$ cat src/hw/rtl/pkhm_pkg.sv
// Package for the pressed-key set tracker: widths, event codes, status codes,
// FSM states and the control struct broadcast along the slot cell chain.
// No dependencies.
`timescale 1ns / 1ps
`default_nettype none

package pkhm_pkg;

  // Field widths
  localparam int unsigned TypeW  = 5;
  localparam int unsigned CodeW  = 10;
  localparam int unsigned ValueW = 2;
  localparam int unsigned HeldW  = 5;
  localparam int unsigned StatW  = 2;

  // Stream data widths (packed fields rounded up to whole bytes)
  localparam int unsigned InDataW  = 24;
  localparam int unsigned OutDataW = 16;

  // Default slot count
  localparam int unsigned MaxKeysDef = 16;

  // Event decode
  localparam logic [TypeW-1:0]  KeyEventType    = 5'd1;
  localparam logic [CodeW-1:0]  CodeToolFinger  = 10'd325;
  localparam logic [CodeW-1:0]  CodeTouch       = 10'd330;
  localparam logic [CodeW-1:0]  CodeToolDblTap  = 10'd333;
  localparam logic [CodeW-1:0]  CodeToolTrplTap = 10'd334;
  localparam logic [ValueW-1:0] ValRelease      = 2'd0;
  localparam logic [ValueW-1:0] ValPress        = 2'd1;

  // Hotkey register reset values
  localparam logic [CodeW-1:0] HotkeyFirstRst  = 10'd56;
  localparam logic [CodeW-1:0] HotkeySecondRst = 10'd31;

  // Configuration register indexes
  localparam int unsigned CfgIdxW = 1;
  localparam logic [CfgIdxW-1:0] RegHotkeyFirst  = 1'd0;
  localparam logic [CfgIdxW-1:0] RegHotkeySecond = 1'd1;

  typedef enum logic [StatW-1:0] {
    ST_DONE     = 2'd0,
    ST_IGNORED  = 2'd1,
    ST_NOCHANGE = 2'd2,
    ST_FULL     = 2'd3
  } op_status_e;

  typedef enum logic [1:0] {
    FSM_IDLE = 2'b01,
    FSM_EVAL = 2'b10
  } fsm_state_e;

  // Command broadcast to every slot cell
  typedef struct packed {
    logic [CodeW-1:0] code;
    logic             add;
    logic             rem;
  } cell_ctrl_t;

endpackage

`default_nettype wire

$ cat src/hw/rtl/pressed_key_set_hotkey_match_unit.sv
// Top level of the pressed-key set tracker with two-key hotkey detection.
// Instantiates a row of pkhm_cell slots; depends on pkhm_pkg.
//
//   Channel  | Dir | Fields (low bit up)
//   s_axis   | in  | tdata: event_type[4:0], key_code[14:5], key_value[16:15]
//   m_axis   | out | tdata: held_count[4:0], set_changed[5], hotkey_hit[6],
//            |     |        op_status[8:7]
//   cfg      | in  | idx 0 hotkey_first, idx 1 hotkey_second
//
// Each item is captured in FSM_IDLE; FSM_EVAL then does the cell-chain compare,
// the slot update and the result. The chain's match ripple sets the path.
// A waiting result holds the update cycle; one new item is still taken while
// it waits, then the input stalls until the result is accepted.
// Reset clears the held count and loads the hotkey pair (56, 31).
`timescale 1ns / 1ps
`default_nettype none

module pressed_key_set_hotkey_match_unit
  import pkhm_pkg::*;
#(
  parameter int unsigned MAX_KEYS = MaxKeysDef
) (
  input  wire logic                clk_i,
  input  wire logic                rst_ni,
  // input event stream
  input  wire logic                s_axis_tvalid,
  output logic                     s_axis_tready,
  input  wire logic [InDataW-1:0]  s_axis_tdata,   // event_type, key_code, key_value
  // result stream
  output logic                     m_axis_tvalid,
  input  wire logic                m_axis_tready,
  output logic [OutDataW-1:0]      m_axis_tdata,   // held_count, set_changed,
                                                   // hotkey_hit, op_status
  // configuration writes
  input  wire logic                cfg_we_i,
  input  wire logic [CfgIdxW-1:0]  cfg_idx_i,
  input  wire logic [CodeW-1:0]    cfg_data_i
);

  localparam int unsigned CntW = $clog2(MAX_KEYS + 1);
  localparam logic [CntW-1:0] CntFull = CntW'(MAX_KEYS);
  localparam logic [CntW-1:0] CntOne  = CntW'(1);
  localparam logic [CntW-1:0] CntTwo  = CntW'(2);

  fsm_state_e state_q, state_d;

  logic [CodeW-1:0]  hk_first_q, hk_second_q;
  logic [TypeW-1:0]  ev_type_q;
  logic [CodeW-1:0]  ev_code_q;
  logic [ValueW-1:0] ev_val_q;
  logic [CntW-1:0]   count_q, count_d;

  logic              out_valid_q, out_valid_d;
  logic [HeldW-1:0]  out_held_q;
  logic              out_chg_q, out_hit_q;
  op_status_e        out_stat_q;

  logic              in_fire, go;
  logic              is_key, is_press, is_release, found, full;
  logic              add_en, rem_en, changed, hit;
  op_status_e        status;
  cell_ctrl_t        ctrl;
  logic [CntW+HeldW-1:0] held_ext;

  logic [CodeW-1:0]  cell_key [MAX_KEYS];
  logic [CodeW-1:0]  cell_key_nx [MAX_KEYS];
  logic [MAX_KEYS-1:0] match;
  logic [MAX_KEYS:0]   below;

  // Handshake and sequencing
  assign s_axis_tready = (state_q == FSM_IDLE);
  assign in_fire       = s_axis_tvalid && s_axis_tready;
  assign go            = (state_q == FSM_EVAL) && (!out_valid_q || m_axis_tready);

  always_comb begin
    state_d = state_q;
    case (state_q)
      FSM_IDLE: if (in_fire) state_d = FSM_EVAL;
      FSM_EVAL: if (go) state_d = FSM_IDLE;
      default:  state_d = FSM_IDLE;
    endcase
  end

  // Event decode
  assign is_key = (ev_type_q == KeyEventType) &&
                  (ev_code_q != CodeToolFinger) && (ev_code_q != CodeTouch) &&
                  (ev_code_q != CodeToolDblTap) && (ev_code_q != CodeToolTrplTap);
  assign is_press   = is_key && (ev_val_q == ValPress);
  assign is_release = is_key && (ev_val_q == ValRelease);
  assign found      = |match;
  assign full       = (count_q >= CntFull);
  assign add_en     = go && is_press && !found && !full;
  assign rem_en     = go && is_release && found;
  assign changed    = add_en || rem_en;

  assign ctrl.code = ev_code_q;
  assign ctrl.add  = add_en;
  assign ctrl.rem  = rem_en;

  // Cell chain
  assign below[0] = 1'b0;
  for (genvar g = 0; g < MAX_KEYS; g++) begin : g_cell
    logic [CodeW-1:0] up_key;
    if (g == MAX_KEYS - 1) begin : g_top
      assign up_key = '0;
    end else begin : g_mid
      assign up_key = cell_key[g+1];
    end
    pkhm_cell #(
      .CntW (CntW),
      .Idx  (g)
    ) u_cell (
      .clk_i       (clk_i),
      .ctrl_i      (ctrl),
      .count_i     (count_q),
      .up_key_i    (up_key),
      .hit_below_i (below[g]),
      .key_o       (cell_key[g]),
      .key_next_o  (cell_key_nx[g]),
      .match_o     (match[g]),
      .hit_below_o (below[g+1])
    );
  end

  // Count update
  always_comb begin
    count_d = count_q;
    if (add_en) begin
      count_d = count_q + CntOne;
    end else if (rem_en) begin
      count_d = count_q - CntOne;
    end
  end

  // Status and hotkey check on the updated set
  always_comb begin
    status = ST_IGNORED;
    if (is_press) begin
      if (found)     status = ST_NOCHANGE;
      else if (full) status = ST_FULL;
      else           status = ST_DONE;
    end else if (is_release) begin
      status = found ? ST_DONE : ST_NOCHANGE;
    end
  end

  assign hit = changed && (count_d == CntTwo) &&
               (((cell_key_nx[0] == hk_first_q) && (cell_key_nx[1] == hk_second_q)) ||
                ((cell_key_nx[0] == hk_second_q) && (cell_key_nx[1] == hk_first_q)));

  assign held_ext = {{HeldW{1'b0}}, count_d};

  // Output register
  always_comb begin
    out_valid_d = out_valid_q;
    if (go) begin
      out_valid_d = 1'b1;
    end else if (m_axis_tready) begin
      out_valid_d = 1'b0;
    end
  end

  always_ff @(posedge clk_i or negedge rst_ni) begin
    if (!rst_ni) begin
      state_q     <= FSM_IDLE;
      count_q     <= '0;
      out_valid_q <= 1'b0;
      hk_first_q  <= HotkeyFirstRst;
      hk_second_q <= HotkeySecondRst;
    end else begin
      state_q     <= state_d;
      count_q     <= count_d;
      out_valid_q <= out_valid_d;
      if (cfg_we_i && (cfg_idx_i == RegHotkeyFirst)) begin
        hk_first_q <= cfg_data_i;
      end
      if (cfg_we_i && (cfg_idx_i == RegHotkeySecond)) begin
        hk_second_q <= cfg_data_i;
      end
    end
  end

  // Payload registers
  always_ff @(posedge clk_i) begin
    if (in_fire) begin
      ev_type_q <= s_axis_tdata[TypeW-1:0];
      ev_code_q <= s_axis_tdata[TypeW+CodeW-1:TypeW];
      ev_val_q  <= s_axis_tdata[TypeW+CodeW+ValueW-1:TypeW+CodeW];
    end
    if (go) begin
      out_held_q <= held_ext[HeldW-1:0];
      out_chg_q  <= changed;
      out_hit_q  <= hit;
      out_stat_q <= status;
    end
  end

  assign m_axis_tvalid = out_valid_q;
  assign m_axis_tdata  = {{(OutDataW-HeldW-2-StatW){1'b0}},
                          out_stat_q, out_hit_q, out_chg_q, out_held_q};

endmodule

`default_nettype wire

$ cat src/hw/rtl/pkhm_cell.sv
// One slot of the held-key chain: stores a key code, compares it to the
// event code and shifts down from its upper neighbor on removal.
// Depends on pkhm_pkg.
`timescale 1ns / 1ps
`default_nettype none

module pkhm_cell
  import pkhm_pkg::*;
#(
  parameter int unsigned CntW = 5,
  parameter int unsigned Idx  = 0
) (
  input  wire logic             clk_i,
  input  wire cell_ctrl_t       ctrl_i,
  input  wire logic [CntW-1:0]  count_i,
  input  wire logic [CodeW-1:0] up_key_i,     // key of the next cell up
  input  wire logic             hit_below_i,  // match somewhere below
  output logic [CodeW-1:0]      key_o,
  output logic [CodeW-1:0]      key_next_o,
  output logic                  match_o,
  output logic                  hit_below_o
);

  localparam logic [CntW-1:0] MyIdx = CntW'(Idx);

  logic [CodeW-1:0] key_q, key_d;
  logic             occ;
  logic             shift;

  // Occupied slots form the prefix below the count
  assign occ         = MyIdx < count_i;
  assign match_o     = occ && (key_q == ctrl_i.code);
  assign hit_below_o = hit_below_i | match_o;
  assign shift       = ctrl_i.rem && occ && hit_below_o;

  // Append at the first free slot, close the gap on removal
  always_comb begin
    key_d = key_q;
    if (ctrl_i.add && (MyIdx == count_i)) begin
      key_d = ctrl_i.code;
    end else if (shift) begin
      key_d = up_key_i;
    end
  end

  always_ff @(posedge clk_i) begin
    key_q <= key_d;
  end

  assign key_o      = key_q;
  assign key_next_o = key_d;

endmodule

`default_nettype wire

$ cat config.mk
export PLATFORM = sky130hd
export DESIGN_NAME = pressed_key_set_hotkey_match_unit
export DESIGN_NICKNAME = d
export VERILOG_FILES = /design/src/hw/rtl/pkhm_pkg.sv /design/src/hw/rtl/pressed_key_set_hotkey_match_unit.sv /design/src/hw/rtl/pkhm_cell.sv
export SDC_FILE = /design/constraint.sdc
export NUM_CORES = 1
export LEC_CHECK = 0
export BUFFER_PORTS_ARGS = -buffer_cell sky130_fd_sc_hd__buf_2
export CORE_ASPECT_RATIO = 1.5
export CORE_MARGIN = 3
export CORE_UTILIZATION = 56
export CTS_CLUSTER_DIAMETER = 50
export DETAILED_ROUTE_END_ITERATION = 7
export GPL_TIMING_DRIVEN = 0
export PLACE_DENSITY_LB_ADDON = 0.2
export SYNTH_ARGS = -nofsm -noshare
export SYNTH_HDL_FRONTEND = slang
export SYNTH_SLANG_ARGS = --single-unit
export TNS_END_PERCENT = 20
$ cat constraint.sdc
create_clock -name clk_i -period 3.6 [get_ports clk_i]
set_input_delay 0.54 -clock clk_i [delete_from_list [all_inputs] [get_ports clk_i]]
set_output_delay 0.54 -clock clk_i [all_outputs]
set_load 0.05 [all_outputs]
# Word-level counts from Yosys, hierarchy flattened

Index checks and enable logic that the tools add are counted.

Register bits: 214
Bits in latches: 0
RAM bits: 0
Bits in read-only memories: 0
Bits of input ports: 40
Output and inout port bits: 18
Word-level logic and storage cells: 261
Memories kept: 0

$add $sub $neg: 2
$mul: 0
Divide/modulo/power cells: 0
Magnitude comparators: 17
Equal/unequal tests: 46
Shift-type cells: 0
Mux-type cells: 44
Bitwise logic cells: 16
Reductions and logical operators: 108

Operators by type and width:

| operator            | count |
|---|---|
| $mux 10             | 32 |
| $eq 10x10->1        | 20 |
| $logic_and 1x1->1   | 83 |
| $eq 4x5->1 const A  | 8 |
| $lt 4x5->1 const A  | 8 |
| $ne 10x9->1 const B | 4 |
| $reduce_bool 2->1   | 15 |
| $eq 3x5->1 const A  | 4 |
| $lt 3x5->1 const A  | 4 |
| $reduce_or 16->1    | 1 |
| $or 1x1->1          | 15 |
| $mux 2              | 7 |
| $eq 2x5->1 const A  | 2 |
| $lt 1x5->1 const A  | 2 |
| $lt 2x5->1 const A  | 2 |
| $mux 5              | 2 |
| $add 5x1->5 const B | 1 |
| $eq 1x5->1 const A  | 1 |
| $eq 5x1->1 const B  | 1 |
| $eq 5x2->1 const B  | 1 |
| $ge 5x5->1 const B  | 1 |
| $logic_not 5->1     | 1 |
| $sub 5x1->5 const B | 1 |
| $eq 2x1->1 const B  | 2 |
| 10 further kinds    | 15 |

# Logic depth before layout (Yosys ltp)

Depth in word-level cells: 20
Gate-level depth with buffers: 17

# Hierarchy

Synthesis repeated with hierarchy kept, for this count alone.

Cells, all modules: 1,416
Area total of the unflattened synthesis: 13,733.2 µm²

By module, submodules not included:

| module                            | instances | cells an instance | area an instance (µm²) |
|---|---|---|---|
| pressed_key_set_hotkey_match_unit | 1         | 209               | 2,752.6 |
| pkhm_cell at g_cell[3].u_cell     | 1         | 104               | 888.4 |
| pkhm_cell at g_cell[9].u_cell     | 1         | 90                | 789.5 |
| pkhm_cell at g_cell[5].u_cell     | 1         | 87                | 763.2 |
| pkhm_cell at g_cell[4].u_cell     | 1         | 89                | 754.5 |
| pkhm_cell at g_cell[6].u_cell     | 1         | 78                | 740.7 |
| pkhm_cell at g_cell[13].u_cell    | 1         | 78                | 723.2 |
| pkhm_cell at g_cell[0].u_cell     | 1         | 74                | 690.7 |
| pkhm_cell at g_cell[7].u_cell     | 1         | 80                | 656.9 |
| pkhm_cell at g_cell[14].u_cell    | 1         | 66                | 654.4 |
| pkhm_cell at g_cell[15].u_cell    | 1         | 77                | 644.4 |
| pkhm_cell at g_cell[8].u_cell     | 1         | 58                | 639.4 |
| pkhm_cell at g_cell[11].u_cell    | 1         | 78                | 638.1 |
| pkhm_cell at g_cell[1].u_cell     | 1         | 78                | 609.3 |
| 3 more rows                       | --        | --                | -- |

# Worst setup path before layout

Ideal clock, no wire load.

Kind: reg-to-reg
Start point: register count_q[1]
End point: register out_hit_q (data pin)
Library setup time: 0.190 ns
Arrival: 3.593 ns
Slack: -0.183 ns
Stages on the path, launching flop included: 16
Buffers on the path: 2
Path through: dfrtp_1 clkbuf_1 inv_1 ha_1 o21bai_1 a211oi_1 nand3_1 a211oi_1 buf_2 mux2i_1 mux2_2 nor2_1 or4_1 nor4_1 nand3_1 a2111oi_2

Cells in the longest elaborated chain, start to end: 12
Elaborated cells on any way between the ends: 67

RTL lines:

| what                                                     | line                                                                               | source |
|---|---|---|
| start: declaration                                       | pressed_key_set_hotkey_match_unit.sv:51                                            | `logic [CntW-1:0] count_q, count_d;` |
| start signal: assignment                                 | pressed_key_set_hotkey_match_unit.sv:172                                           | `count_q <= count_d;` |
| $lt 1x5->1 (tied with other cells)                       | pkhm_cell.sv:31                                                                    | `assign occ = MyIdx < count_i;` |
| $logic_and 1x1->1                                        | pkhm_cell.sv:32                                                                    | `assign match_o = occ && (key_q == ctrl_i.code);` |
| $reduce_or 16->1                                         | pressed_key_set_hotkey_match_unit.sv:90                                            | `assign found = \|match;` |
| $logic_and 1x1->1 or $logic_not 1->1 (tied branches)     | pressed_key_set_hotkey_match_unit.sv:93, pressed_key_set_hotkey_match_unit.sv:92   |  |
| $logic_and 1x1->1, on equally long branches (2 in a row) | pkhm_cell.sv:34, pressed_key_set_hotkey_match_unit.sv:92                           |  |
| $mux 10 or $logic_and 1x1->1 (tied branches)             | pkhm_cell.sv:41, pkhm_cell.sv:39                                                   |  |
| $mux 10                                                  | pkhm_cell.sv:39                                                                    | `if (ctrl_i.add && (MyIdx == count_i)) begin` |
| $eq 10x10->1, on equally long branches                   | pressed_key_set_hotkey_match_unit.sv:148, pressed_key_set_hotkey_match_unit.sv:149 |  |
| $logic_and 1x1->1, on equally long branches              | pressed_key_set_hotkey_match_unit.sv:148, pressed_key_set_hotkey_match_unit.sv:149 |  |
| $logic_or 1x1->1                                         | pressed_key_set_hotkey_match_unit.sv:148                                           | `(((cell_key_nx[0] == hk_first_q) && (cell_key_nx[1] == hk_second_q)) \|\|` |
| $logic_and 1x1->1 *                                      | pressed_key_set_hotkey_match_unit.sv:147                                           | `assign hit = changed && (count_d == CntTwo) &&` |
| named net hit                                            | pressed_key_set_hotkey_match_unit.sv:60                                            | `logic add_en, rem_en, changed, hit;` |
| end signal: assignment                                   | pressed_key_set_hotkey_match_unit.sv:193                                           | `out_hit_q <= hit;` |
| end: declaration                                         | pressed_key_set_hotkey_match_unit.sv:55                                            | `logic out_chg_q, out_hit_q;` |

Mark *: on every way through the listed nets, which the timed path passes. The rest lies on a longest branch.
A chain may end at the register's enable or synchronous reset.

# Worst setup path after layout

Start point: register ev_code_q[7]
End point: register out_hit_q (data pin)

Cells in the longest elaborated chain, start to end: 16
Elaborated cells on any way between the ends: 73

RTL lines:

| what                                        | line                                                                               | source |
|---|---|---|
| start: declaration                          | pressed_key_set_hotkey_match_unit.sv:49                                            | `logic [CodeW-1:0] ev_code_q;` |
| start signal: assignment                    | pressed_key_set_hotkey_match_unit.sv:187                                           | `ev_code_q <= s_axis_tdata[TypeW+CodeW-1:TypeW];` |
| $ne 10x9->1                                 | pressed_key_set_hotkey_match_unit.sv:86                                            | `(ev_code_q != CodeToolFinger) && (ev_code_q != CodeTouch) &&` |
| $logic_and 1x1->1                           | pressed_key_set_hotkey_match_unit.sv:85                                            | `assign is_key = (ev_type_q == KeyEventType) &&` |
| $logic_and 1x1->1 (2 in a row)              | pressed_key_set_hotkey_match_unit.sv:86                                            |  |
| $logic_and 1x1->1                           | pressed_key_set_hotkey_match_unit.sv:87                                            | `(ev_code_q != CodeToolDblTap) && (ev_code_q != CodeToolTrplTap);` |
| $logic_and 1x1->1                           | pressed_key_set_hotkey_match_unit.sv:89                                            | `assign is_release = is_key && (ev_val_q == ValRelease);` |
| $logic_and 1x1->1 (2 in a row)              | pressed_key_set_hotkey_match_unit.sv:93                                            | `assign rem_en = go && is_release && found;` |
| $logic_and 1x1->1 (2 in a row)              | pkhm_cell.sv:34                                                                    | `assign shift = ctrl_i.rem && occ && hit_below_o;` |
| $mux 10                                     | pkhm_cell.sv:41                                                                    | `end else if (shift) begin` |
| $mux 10                                     | pkhm_cell.sv:39                                                                    |  |
| $eq 10x10->1, on equally long branches      | pressed_key_set_hotkey_match_unit.sv:148, pressed_key_set_hotkey_match_unit.sv:149 |  |
| $logic_and 1x1->1, on equally long branches | pressed_key_set_hotkey_match_unit.sv:148, pressed_key_set_hotkey_match_unit.sv:149 |  |
| $logic_or 1x1->1                            | pressed_key_set_hotkey_match_unit.sv:148                                           |  |
| $logic_and 1x1->1 *                         | pressed_key_set_hotkey_match_unit.sv:147                                           |  |
| named net hit                               | pressed_key_set_hotkey_match_unit.sv:60                                            |  |

Marked as above.

==> flow_summary.yaml <==
clocking:
  cts_buffers: 23
  insertion_delay_ns: 0.54
  root_buffer: "clkbuf_16"
  clkTransAtPathRegs_ns: 0.07
  cts_sinks: 214
  clk_path_buf_depth: 3
  cts_tree: "done"
  cts_max_level: 1
synthesis:
  ys_async_sr_fraction: 0.131
  synthesis.area_um2: 12100
  yosysUniqueCellTypes: 72
  synth-seq-cells: 214
  netlist_instances: 1087
  synth_warnings: 0
  synth_edf_count: 166
  ys_seq_area_frac: 0.503
  avgSynthCellArea_um2: 11.2
  netlist.area_leader.share: 0.411
  synth_ff_type: "edfxtp_1"
  post-synth-top-area-cell: "edfxtp_1"
  synth.area.top_cells: "edfxtp_1 (41%), mux2_2 (9.2%), xnor2_1 (7.9%)"
worst_setup_path:
  path_max_fanout: 10
  regToRegStartpoint: "ev_code_q[7]"
  arrival_ns: 4.33
  start_kind: "flip-flop"
  path_class: "reg -> reg"
  critical_path.endpoint_type: "flip-flop"
  cp-startpoint: "ev_code_q[7]"
  critPathRequiredTime_ns: 3.96
  rrSetupSlack_ns: -0.37
route:
  drc: 0
  routed.top_layer: "met4"
  wirelength_um: 41600
  wl_per_cell_um: 27.9
  firstDrtPassIters: 5
  drtAntennaViolNets: 0
  via_per_inst: 6.57
  route.met3.wl_um: 3690
  drt_iter0_drc: 1138
  dr_total_vias: 9794
  wl_met1_um: 14700
  met2_length_um: 19800
floorplanning:
  row_count: 65
  core_area_um2: 21100
  initial_utilization: 0.573
  fp.dieW_um: 126
  die_h_um: 186
  dieArea_um2: 23500
  ios: 58
sta:
  setup_tns_ns: -9.86
  relSlewSlack: 0.216
  post-route-period-util: 1.10
  rsz0062_at_grt: "yes"
  final-hold-violation-count: 0
  finalSetupViolCount: 156
  tightest_slew_ns: 1.18
  timing.fmax_ghz: 0.252
  finClkSkew_ns: 0.0344
  maxSlewViolCount: 0
  setup_ws_ns: -0.374
  fin_crit_ns: 3.97
pwr:
  p_per_area_nw_per_um2: 399
  total_power_mw: 5.98
  p_leak_nw: 5.48
  vdd_drop_max_v: 0.000475
finish:
  area_growth_pct: 23.7
  diodes: 0
  layout_common_cells: "edfxtp_1 (166), xnor2_1 (109), nand2_1 (94), mux2_2 (80), xor2_1 (68)"
  final_nets: 1251
  final_cells: 1491
  final_common_cell: "edfxtp_1"
  drive_above_1_share: 0.344
flow_run:
  drv_cap: 0
placed_design:
  io_buffers: 43
  gp_congestion: 0.995
  dp_cells: 1404
  hpwl_um: 29000
status:
  status: "finished, violations left"
  violations: "negative setup slack"
global_route:
  grt_pass1_wl_um: 59200
  grt_max_degree: 29
  grt_pass1_vias: 9564
  track_usage: 0.342
  grt_antenna_before_repair: 0
  grt-ovfl-total: 0
worst_hold_path:
  hold_path.class: "in -> async"
-- per-layer routing --
metal	GRT usage	vias to the layer above
li1	-	4163
met1	0.406	4781
met2	0.578	657
met3	0.0540	193
met4	0.230	0
met5	0	-
-- worst max-delay path, stage by stage, from the launching register on --
cell and delay [ns]:
edfxtp_1 0.36, buf_8 0.13, buf_4 0.26, clkbuf_1 0.69, clkinvlp_4 0.61, a22oi_1 0.34, and3_1 0.20, o22ai_1 0.10
a2111oi_2 0.37, nand4_1 0.30, a2111oi_4 0.41
-- kinds of logic after synthesis --
kind of cell,share of synthesized area
DFF,0.503
other,0.000309
muxes,0.107
adders and majority gates,0.00516
and+or+nand+nor,0.120
buffers and inverters,0.0461
xor gates and xnor gates,0.132
AOI/OAI and AO/OA,0.0859
-- final timing paths --
path / to / cells past startpoint
setup / recovery: out_hit_q / 10
hold / removal: count_q[2] / 1
setup reg to reg: out_hit_q / 10
hold reg to reg: m_axis_tvalid / 2
max in group asynchronous: count_q[0] / 1
min in group clk_i: ev_code_q[5] / 1
-- synth_stat cells (all sizes together) (19+ instances only) --
master	count
edfxtp	166
xnor2	109
nand2	108
mux2	100
o21ai	81
xor2	74
buf	44
clkbuf	38
inv	32
nor4	31
nand4	24
nor3	24
nor2	23
nand3	21
dfxtp	20
dfrtp	19
-- sequential cells by signal (all words and copies together), names as in the netlist --
register             cells
g_cell.u_cell.key_o    160
ev_code_q               10
count_q                  5
out_stat_q               2
out_held_q               5
m_axis_tvalid            1
hk_second_q             10
ev_val_q                 2
state_q                  2
ev_type_q                5
out_chg_q                1
out_hit_q                1
hk_first_q              10
-- metrics by stage --
step	util	hold slack (ns)	setup slack, ns	instance area, um2
after detailed placement	0.601	0.519	-1.72	12700
after floorplan	-	0.244	-0.0585	12200
after global routing	0.709	0.0504	-0.479	15000
after CTS	0.673	0.0287	-0.478	14200
final	0.709	0.0172	-0.374	15000
after global placement	0.601	0.518	-1.75	12700
-- where the power goes --
part / switching, mW / total, mW / internal [mW]
Clock: 1.06 / 2.53 / 1.47
Sequential: 0.0768 / 2.78 / 2.70
Combinational: 0.417 / 0.664 / 0.247
-- layout make-up --
cell class                      count  area, um2
Buffer                             78        643
Clock buffer                       24        579
Clock inverter                     18        215
Fill cell                        1516       6150
Inverter                           36        143
Multi-Input combinational cell    762       6320
Sequential cell                   214       6100
Tap cell                          268        335
Timing Repair Buffer               91        656
-- timing repair --
action | in CTS | in global routing
buffers inserted | 26 | 17
setup endpoints to repair | 283 | 248
gates resized for setup | 142 | 157
gates cloned | 0 | 6
pin swaps | 21 | 29
hold buffers | 0 | 0
Power figures use the tool's default switching activity.
